===== src/sv/i2cms_pkg.sv =====
// Shared types and constants for the I2C master byte sequencer.
// Used by every module of the block; depends on nothing.
`default_nettype none
package i2cms_pkg;

   localparam int BITS_PER_BYTE = 8;
   localparam int BIT_IDX_W     = $clog2(BITS_PER_BYTE);
   localparam int QUEUE_DEPTH   = 2;
   localparam int QUEUE_PTR_W   = $clog2(QUEUE_DEPTH);

   localparam logic [7:0] RESET_POLL_LIMIT = 8'd250;

   localparam logic [2:0] CMD_START     = 3'd0;
   localparam logic [2:0] CMD_STOP      = 3'd1;
   localparam logic [2:0] CMD_WRITE     = 3'd2;
   localparam logic [2:0] CMD_READ_ACK  = 3'd3;
   localparam logic [2:0] CMD_READ_NACK = 3'd4;

   localparam logic [2:0] HOLD_NONE  = 3'd0;
   localparam logic [2:0] HOLD_ACK   = 3'd1;
   localparam logic [2:0] HOLD_BIT   = 3'd2;
   localparam logic [2:0] HOLD_SETUP = 3'd4;

   typedef enum logic [1:0] {
      KIND_START,
      KIND_STOP,
      KIND_WRITE,
      KIND_READ
   } kind_type;

   // flag: ack timeout for a write, nack for a read
   typedef struct packed {
      kind_type                 kind;
      logic [BITS_PER_BYTE-1:0] data;
      logic                     flag;
   } op_type;

   typedef struct packed {
      logic                     scl;
      logic                     sda;
      logic                     released;
      logic [2:0]               hold;
      logic [BITS_PER_BYTE-1:0] rx;
      logic                     err;
      logic                     last;
   } phase_type;

endpackage
`default_nettype wire


===== src/sv/i2cms_front.sv =====
// Front end: holds the poll limit register, accepts and classifies commands.
// Depends on i2cms_pkg; feeds i2cms_queue.
`default_nettype none
module i2cms_front (
   input  wire logic                 clock,
   input  wire logic                 reset,
   input  wire logic                 csr_wr_en,
   input  wire logic [7:0]           csr_wr_data,
   input  wire logic                 req_push,
   input  wire logic [2:0]           req_command,
   input  wire logic [7:0]           req_tx_byte,
   input  wire logic [7:0]           req_slave_bits,
   input  wire logic [7:0]           req_ack_polls,
   input  wire logic                 q_full,
   output      logic                 q_push,
   output      i2cms_pkg::op_type    q_op
);
   import i2cms_pkg::*;

   logic [7:0] limit_ff;
   logic [7:0] limit_in;
   logic       known;

   assign limit_in = csr_wr_en ? csr_wr_data : limit_ff;

   always_ff @(posedge clock) begin
      if (reset) begin
         limit_ff <= RESET_POLL_LIMIT;
      end else begin
         limit_ff <= limit_in;
      end
   end

   always_comb begin
      known       = 1'b1;
      q_op.kind   = KIND_START;
      q_op.data   = req_tx_byte;
      q_op.flag   = 1'b0;
      case (req_command)
         CMD_START: begin
            q_op.kind = KIND_START;
         end
         CMD_STOP: begin
            q_op.kind = KIND_STOP;
         end
         CMD_WRITE: begin
            q_op.kind = KIND_WRITE;
            q_op.flag = req_ack_polls > limit_ff;
         end
         CMD_READ_ACK, CMD_READ_NACK: begin
            q_op.kind = KIND_READ;
            q_op.data = req_slave_bits;
            q_op.flag = req_command == CMD_READ_NACK;
         end
         default: begin
            known = 1'b0;
         end
      endcase
   end

   // drop unknown commands
   assign q_push = req_push && !q_full && known;

endmodule
`default_nettype wire


===== src/sv/i2cms_queue.sv =====
// Short command queue between the front end and the phase generator.
// Depends on i2cms_pkg.
`default_nettype none
module i2cms_queue (
   input  wire logic              clock,
   input  wire logic              reset,
   input  wire logic              push,
   input  i2cms_pkg::op_type      push_op,
   output      logic              full,
   input  wire logic              pop,
   output      logic              head_valid,
   output      i2cms_pkg::op_type head_op
);
   import i2cms_pkg::*;

   op_type                 mem_ff [QUEUE_DEPTH];
   logic [QUEUE_PTR_W-1:0] wr_ptr_ff, wr_ptr_in;
   logic [QUEUE_PTR_W-1:0] rd_ptr_ff, rd_ptr_in;
   logic [QUEUE_PTR_W:0]   count_ff, count_in;
   logic                   do_pop;

   assign full       = count_ff == (QUEUE_PTR_W+1)'(QUEUE_DEPTH);
   assign head_valid = count_ff != '0;
   assign head_op    = mem_ff[rd_ptr_ff];
   assign do_pop     = pop && head_valid;

   always_comb begin
      wr_ptr_in = push   ? wr_ptr_ff + 1'b1 : wr_ptr_ff;
      rd_ptr_in = do_pop ? rd_ptr_ff + 1'b1 : rd_ptr_ff;
      count_in  = count_ff;
      if (push && !do_pop) begin
         count_in = count_ff + 1'b1;
      end else if (do_pop && !push) begin
         count_in = count_ff - 1'b1;
      end
   end

   always_ff @(posedge clock) begin
      if (push) begin
         mem_ff[wr_ptr_ff] <= push_op;
      end
   end

   always_ff @(posedge clock) begin
      if (reset) begin
         wr_ptr_ff <= '0;
         rd_ptr_ff <= '0;
         count_ff  <= '0;
      end else begin
         wr_ptr_ff <= wr_ptr_in;
         rd_ptr_ff <= rd_ptr_in;
         count_ff  <= count_in;
      end
   end

endmodule
`default_nettype wire


===== src/sv/i2cms_phase_gen.sv =====
// Back end: steps through the bus phases of the head command into a registered result
// slot, one a cycle unless the slot holds an unpopped phase. Depends on i2cms_pkg.
`default_nettype none
module i2cms_phase_gen (
   input  wire logic                 clock,
   input  wire logic                 reset,
   input  wire logic                 head_valid,
   input  i2cms_pkg::op_type         head_op,
   output      logic                 head_pop,
   input  wire logic                 out_pop,
   output      logic                 out_valid,
   output      i2cms_pkg::phase_type out_phase
);
   import i2cms_pkg::*;

   localparam logic [BIT_IDX_W-1:0] BIT_TOP = BIT_IDX_W'(BITS_PER_BYTE - 1);

   typedef enum logic [1:0] {
      ST_FRESH,
      ST_BIT,
      ST_TAIL
   } state_type;

   state_type              state_ff, state_in;
   logic [BIT_IDX_W-1:0]   bit_ff, bit_in;
   logic [1:0]             sub_ff, sub_in;
   logic [1:0]             tail_ff, tail_in;
   logic                   valid_ff, valid_in;
   phase_type              phase_ff, phase_in;
   phase_type              ph;
   logic                   bit_mode;
   logic                   bit_val;
   logic [1:0]             sub_last;
   logic                   advance;

   assign bit_mode = (state_ff == ST_BIT) ||
                     (state_ff == ST_FRESH &&
                      (head_op.kind == KIND_WRITE || head_op.kind == KIND_READ));
   assign bit_val  = head_op.data[bit_ff];
   assign sub_last = (head_op.kind == KIND_WRITE) ? 2'd2 : 2'd1;
   assign advance  = head_valid && (!valid_ff || out_pop);
   assign head_pop = advance && ph.last;

   always_comb begin
      ph = '{scl: 1'b0, sda: 1'b1, released: 1'b0, hold: HOLD_NONE,
             rx: '0, err: 1'b0, last: 1'b0};
      case (head_op.kind)
         KIND_START: begin
            ph.scl  = tail_ff != 2'd2;
            ph.sda  = tail_ff == 2'd0;
            ph.hold = (tail_ff == 2'd2) ? HOLD_NONE : HOLD_SETUP;
            ph.last = tail_ff == 2'd2;
         end
         KIND_STOP: begin
            ph.scl  = tail_ff != 2'd0;
            ph.sda  = tail_ff != 2'd0;
            ph.hold = HOLD_SETUP;
            ph.last = tail_ff != 2'd0;
         end
         KIND_WRITE: begin
            if (bit_mode) begin
               ph.scl  = sub_ff == 2'd1;
               ph.sda  = bit_val;
               ph.hold = HOLD_BIT;
            end else if (tail_ff == 2'd0 || tail_ff == 2'd1) begin
               ph.scl      = tail_ff == 2'd1;
               ph.released = 1'b1;
               ph.hold     = HOLD_ACK;
            end else if (head_op.flag) begin
               // timeout: issue a stop
               ph.scl  = tail_ff == 2'd3;
               ph.sda  = tail_ff == 2'd3;
               ph.hold = HOLD_SETUP;
               ph.err  = 1'b1;
               ph.last = tail_ff == 2'd3;
            end else begin
               ph.released = 1'b1;
               ph.last     = 1'b1;
            end
         end
         KIND_READ: begin
            if (bit_mode) begin
               ph.scl      = sub_ff == 2'd1;
               ph.released = 1'b1;
               ph.hold     = (sub_ff == 2'd1) ? HOLD_ACK : HOLD_BIT;
            end else begin
               ph.scl  = tail_ff == 2'd1;
               ph.sda  = head_op.flag;
               ph.hold = (tail_ff == 2'd2) ? HOLD_NONE : HOLD_BIT;
               ph.last = tail_ff == 2'd2;
               ph.rx   = (tail_ff == 2'd2) ? head_op.data : '0;
            end
         end
         default: begin
            ph.last = 1'b1;
         end
      endcase
   end

   always_comb begin
      state_in = state_ff;
      bit_in   = bit_ff;
      sub_in   = sub_ff;
      tail_in  = tail_ff;
      valid_in = valid_ff && !out_pop;
      phase_in = phase_ff;
      if (advance) begin
         valid_in = 1'b1;
         phase_in = ph;
         if (ph.last) begin
            state_in = ST_FRESH;
            bit_in   = BIT_TOP;
            sub_in   = '0;
            tail_in  = '0;
         end else if (bit_mode) begin
            state_in = ST_BIT;
            if (sub_ff == sub_last) begin
               sub_in = '0;
               if (bit_ff == '0) begin
                  state_in = ST_TAIL;
                  bit_in   = BIT_TOP;
               end else begin
                  bit_in = bit_ff - 1'b1;
               end
            end else begin
               sub_in = sub_ff + 1'b1;
            end
         end else begin
            state_in = ST_TAIL;
            tail_in  = tail_ff + 1'b1;
         end
      end
   end

   always_ff @(posedge clock) begin
      if (reset) begin
         state_ff <= ST_FRESH;
         bit_ff   <= BIT_TOP;
         sub_ff   <= '0;
         tail_ff  <= '0;
         valid_ff <= 1'b0;
      end else begin
         state_ff <= state_in;
         bit_ff   <= bit_in;
         sub_ff   <= sub_in;
         tail_ff  <= tail_in;
         valid_ff <= valid_in;
      end
      phase_ff <= phase_in;
   end

   assign out_valid = valid_ff;
   assign out_phase = phase_ff;

endmodule
`default_nettype wire


===== src/sv/i2c_master_byte_sequencer.sv =====
// Top level of the I2C master byte sequencer.
// Depends on i2cms_pkg, i2cms_front, i2cms_queue and i2cms_phase_gen.
// Usage:
//   Command channel (req_): a queue input. A command is taken at a rising
//   edge with req_push high and req_full low. Commands 5 to 7 are taken and
//   dropped without any phase.
//   Phase channel (rsp_): a queue output. While rsp_empty is low the oldest
//   bus phase is on the rsp_ ports; it is taken at an edge with rsp_pop high.
//   rsp_last marks the final phase of a command.
//   Register: csr_wr_en with csr_wr_data sets the ack poll limit (reset 250);
//   write it only while the block is idle.
// Timing:
//   A command passes through the command queue before its first phase is
//   registered in the result slot. One phase is emitted a cycle while the
//   slot is free or popped. Phases per command: start 3, stop 2, read 19,
//   write 27 (28 on an ack timeout). A two-entry command queue lets the next
//   command be taken while the current one is still being emitted.
// Reset: clears the command queue, the result slot and the phase counters.
// Stall: with rsp_pop low the phase on the ports holds; once the queue fills,
//   req_full rises.
`default_nettype none
module i2c_master_byte_sequencer (
   input  wire logic       clock,
   input  wire logic       reset,
   input  wire logic       csr_wr_en,
   input  wire logic [7:0] csr_wr_data,
   input  wire logic       req_push,
   output      logic       req_full,
   input  wire logic [2:0] req_command,
   input  wire logic [7:0] req_tx_byte,
   input  wire logic [7:0] req_slave_bits,
   input  wire logic [7:0] req_ack_polls,
   output      logic       rsp_empty,
   input  wire logic       rsp_pop,
   output      logic       rsp_scl_level,
   output      logic       rsp_sda_level,
   output      logic       rsp_sda_released,
   output      logic [2:0] rsp_hold_units,
   output      logic [7:0] rsp_rx_byte,
   output      logic       rsp_ack_error,
   output      logic       rsp_last
);
   import i2cms_pkg::*;

   logic      q_push;
   op_type    q_op;
   logic      q_full;
   logic      head_valid;
   op_type    head_op;
   logic      head_pop;
   logic      out_valid;
   phase_type out_phase;

   i2cms_front u_front (
      .clock          (clock),
      .reset          (reset),
      .csr_wr_en      (csr_wr_en),
      .csr_wr_data    (csr_wr_data),
      .req_push       (req_push),
      .req_command    (req_command),
      .req_tx_byte    (req_tx_byte),
      .req_slave_bits (req_slave_bits),
      .req_ack_polls  (req_ack_polls),
      .q_full         (q_full),
      .q_push         (q_push),
      .q_op           (q_op)
   );

   i2cms_queue u_queue (
      .clock      (clock),
      .reset      (reset),
      .push       (q_push),
      .push_op    (q_op),
      .full       (q_full),
      .pop        (head_pop),
      .head_valid (head_valid),
      .head_op    (head_op)
   );

   i2cms_phase_gen u_phase_gen (
      .clock      (clock),
      .reset      (reset),
      .head_valid (head_valid),
      .head_op    (head_op),
      .head_pop   (head_pop),
      .out_pop    (rsp_pop),
      .out_valid  (out_valid),
      .out_phase  (out_phase)
   );

   assign req_full         = q_full;
   assign rsp_empty        = !out_valid;
   assign rsp_scl_level    = out_phase.scl;
   assign rsp_sda_level    = out_phase.sda;
   assign rsp_sda_released = out_phase.released;
   assign rsp_hold_units   = out_phase.hold;
   assign rsp_rx_byte      = out_phase.rx;
   assign rsp_ack_error    = out_phase.err;
   assign rsp_last         = out_phase.last;

endmodule
`default_nettype wire


===== config.mk =====
export PLATFORM = sky130hd
export DESIGN_NAME = i2c_master_byte_sequencer
export DESIGN_NICKNAME = d
export VERILOG_FILES = /design/src/sv/i2cms_pkg.sv /design/src/sv/i2cms_front.sv /design/src/sv/i2cms_queue.sv /design/src/sv/i2cms_phase_gen.sv /design/src/sv/i2c_master_byte_sequencer.sv
export SDC_FILE = /design/constraint.sdc
export NUM_CORES = 1
export LEC_CHECK = 0
export ABC_AREA = 1
export BUFFER_PORTS_ARGS = -buffer_cell sky130_fd_sc_hd__clkbuf_2
export CAP_MARGIN = 20
export CORE_UTILIZATION = 50
export CTS_CLUSTER_DIAMETER = 100
export CTS_CLUSTER_SIZE = 20
export DETAILED_ROUTE_END_ITERATION = 16
export PLACE_DENSITY = 0.76
export SETUP_SLACK_MARGIN = 0.05
export SYNTH_ARGS = -nofsm -noshare
export SYNTH_HDL_FRONTEND = slang
export SYNTH_SLANG_ARGS = --single-unit
export TNS_END_PERCENT = 10

===== constraint.sdc =====
create_clock -name clock -period 1.95 [get_ports clock]
set_clock_uncertainty 0.15 [all_clocks]
set_input_delay 0.2925 -clock clock [delete_from_list [all_inputs] [get_ports clock]]
set_output_delay 0.2925 -clock clock [all_outputs]
set_load 0.02 [all_outputs]

==> results.yml <==
place:
  dpl-instance-area_sq_um: 3717
  port_buffers: 57
  dp_cells: 486
  place.gp.congestion: 0.8698
  place_hpwl_mm: 4.796
  place_ws_ns: -0.07055
yosys:
  ys_seq_area_share_pct: 50.37
  syn_area_per_cell_sq_um: 9.351
  synth_top_area_share_pct: 35.89
  ys_seq_elements: 61
  synthTopCellsByArea: "edfxtp_1 36%, dfxtp_1 14%, ha_1 6.3%"
  synth_flop_cell: "edfxtp_1"
  ys_warn_count: 0
  async_flop_share_pct: 0
  yosys.area.top_type: "edfxtp_1"
  synthCells: 340
  synth-edff-count: 38
  mappedNetlistArea_sq_um: 3179
  synthDistinctLibCells: 35
  syn-num-nets: 396
worst_setup_path:
  critPathKind: "flip-flop to flip-flop"
  critPathLaunchType: "flip-flop"
  worstPathRequired_ns: 2.03
  arrival_ns: 1.98
  cp_max_fo: 3
  end_kind: "flip-flop"
finish:
  mostFrequentLayoutCell: "clkbuf_2"
  layout_common_cells: "57 x clkbuf_2, 43 x inv_1, 43 x nand2_1, 38 x edfxtp_1, 26 x buf_4"
  nNetsFinal: 487
  final_area_sq_um: 4110
  synthToLayoutAreaGrowth_pct: 29.28
  stdcell_count: 511
  antenna_cells: 0
  drive_gt1_share_pct: 38.99
clock_tree:
  numCtsBuffers: 9
  htree_levels: 3
  clockBufferDepth: 2
  clkSinkCount: 61
  clk_pin_slew_worst_paths_ns: 0.07
  clock_latency_ns: 0.34
  clockRootBuffer: "clkbuf_8"
  cts_tree: "yes"
grt:
  antenna_found_initial: 0
  track_usage_pct: 21.75
  first_global_vias: 2534
  grt_max_degree: 26
  grt_remaining_overflow: 0
  grt_pass1_wl_mm: 10.79
hold_path:
  hold_path_class: "input port to flip-flop"
power:
  p_int_mw: 2.707
  p_comb_share_pct: 21.2
  clock_power_share_pct: 37.0
  p_leak_nw: 1.900
  powerDensity_nw_per_um2: 908.7
  p_seq_share_pct: 41.8
  p_sw_share_pct: 27.52
  vdd_drop_max_uv: 495.3
  power.switching_mw: 1.028
  finalPower_mw: 3.735
floorplanning:
  dieArea_sq_um: 6681
  rows: 28
  chipWidth_um: 81.74
  start_util_pct: 52.76
  core-area_sq_um: 6026
  die_y_um: 81.74
  pin_count: 58
job:
  max_cap_violations: 0
sta:
  fin_crit_ns: 1.903
  fin_crit_sh_pct: 97.61
  worstMarginPinSlew_ns: 0.4687
  max_slew_margin_pct: 68.75
  rsz0062_at_grt: "true"
  layout_setup_ws_ns: 0.04667
  hold_viol: 0
  slew_violations: 0
  setup-violations-final: 0
  fmax_ghz: 0.5254
detailed_routing:
  first_iter_violations: 96
  routed_via_density: 5.096
  antenna_left: 0
  vias: 2604
  wl_per_cell_um: 12.51
  dr.pass1.iters: 4
  drc: 0
  finalWirelength_mm: 6.395
status:
  status: "completed"
[timing repair]
item	in CTS	in global routing
resized for setup	17	18
endpoints found under the setup margin	6	8
hold buffers	0	0
endpoints found under the hold margin	0	0
buffers inserted	7	2
pin swaps	6	5
[cell type report]
class	instances	area [sq um]
inverter	53	206.4
timing repair buffer	85	520.5
sequential	61	1608
clock inverter	6	110.1
clock buffer	10	137.6
tap	75	93.84
multi-input combinational	221	1434
fill	481	1916
[power groups by stage]
stage	combinational [mW]	clock [mW]	sequential [mW]
after floorplan	0.439	0	1.65
after global placement	0.721	0	1.59
after detailed placement	0.737	0	1.59
after CTS	0.777	1.41	1.56
after global routing	0.887	1.46	1.58
final	0.790	1.38	1.56
[path summary, 6_finish.rpt]
kind                                             start                   to  slack, ns  cells past startpoint
worst max-delay path            u_phase_gen.tail_ff[1]  u_queue.count_ff[1]       0.05                     12
worst min-delay path                    csr_wr_data[7]  u_front.limit_ff[7]       0.02                      3
worst max register to register  u_phase_gen.tail_ff[1]  u_queue.count_ff[1]       0.05                     12
worst min register to register     u_front.limit_ff[5]  u_front.limit_ff[5]       0.31                      2
[cells in the mapped netlist, types with 2 or more instances]
library cell	number
nand2_2	7
inv_1	51
dfxtp_1	23
mux2_2	8
nand2_1	46
nor2_4	2
o21ai_2	4
or2_2	9
nand3_1	22
nor2_1	28
clkbuf_1	2
ha_1	16
nand2_4	8
nor3_1	3
o211ai_1	2
edfxtp_1	38
o22ai_1	3
a21oi_1	22
inv_2	2
a31oi_1	2
o21ai_0	25
o21ai_1	2
nand4_1	2
o21a_1	2
[per-layer routing]
layer	share of wire [%]	GRT usage [%]	vias up
met5	0	0	-
met4	2.7	10.70	0
met3	4.1	4.778	21
met2	50	37.77	69
met1	43	25.12	1189
li1	-	-	1325
[sequential cells by signal (all words and copies together) (netlist names), named ones only]
name,cells
u_phase_gen.bit_ff,3
u_queue.count_ff,2
u_phase_gen.out_valid,1
u_front.limit_ff,8
u_queue.wr_ptr_ff,1
u_queue.rd_ptr_ff,1
u_phase_gen.tail_ff,2
u_phase_gen.sub_ff,2
u_phase_gen.out_phase,16
u_queue.mem_ff,22
u_phase_gen.state_ff,2
[kinds of logic after synthesis]
kind of cell,Yosys count,share of synthesized area (%)
compound gates,65,11.81
buf+inv,58,7.241
flops,61,50.37
xor+xnor,1,0.2755
simple gates,131,21.17
fa+ha+maj,16,6.297
mux,8,2.834
[through the flow]
step	setup TNS (ns)	utilization [%]	hold slack, ns
5_1_grt	-0.06308	68.21	0.02386
3_3_place_gp	0	61.69	0.2996
6_report	0	68.21	0.01848
2_1_floorplan	0	-	0.2422
3_5_place_dp	-0.07055	61.69	0.3102
4_1_cts	0	67.46	0.004142
[worst max-delay path, stage by stage, from the launching register on]
cell	delay, ns
dfxtp_2	0.35
buf_4	0.11
ha_2	0.20
inv_2	0.06
nor2_4	0.11
nand2_4	0.07
nand4_4	0.10
nand2_4	0.07
ha_4	0.22
a21oi_2	0.09
o21ai_1	0.09
o21ai_1	0.12
a21oi_1	0.05
Power figures use the tool's default switching activity.
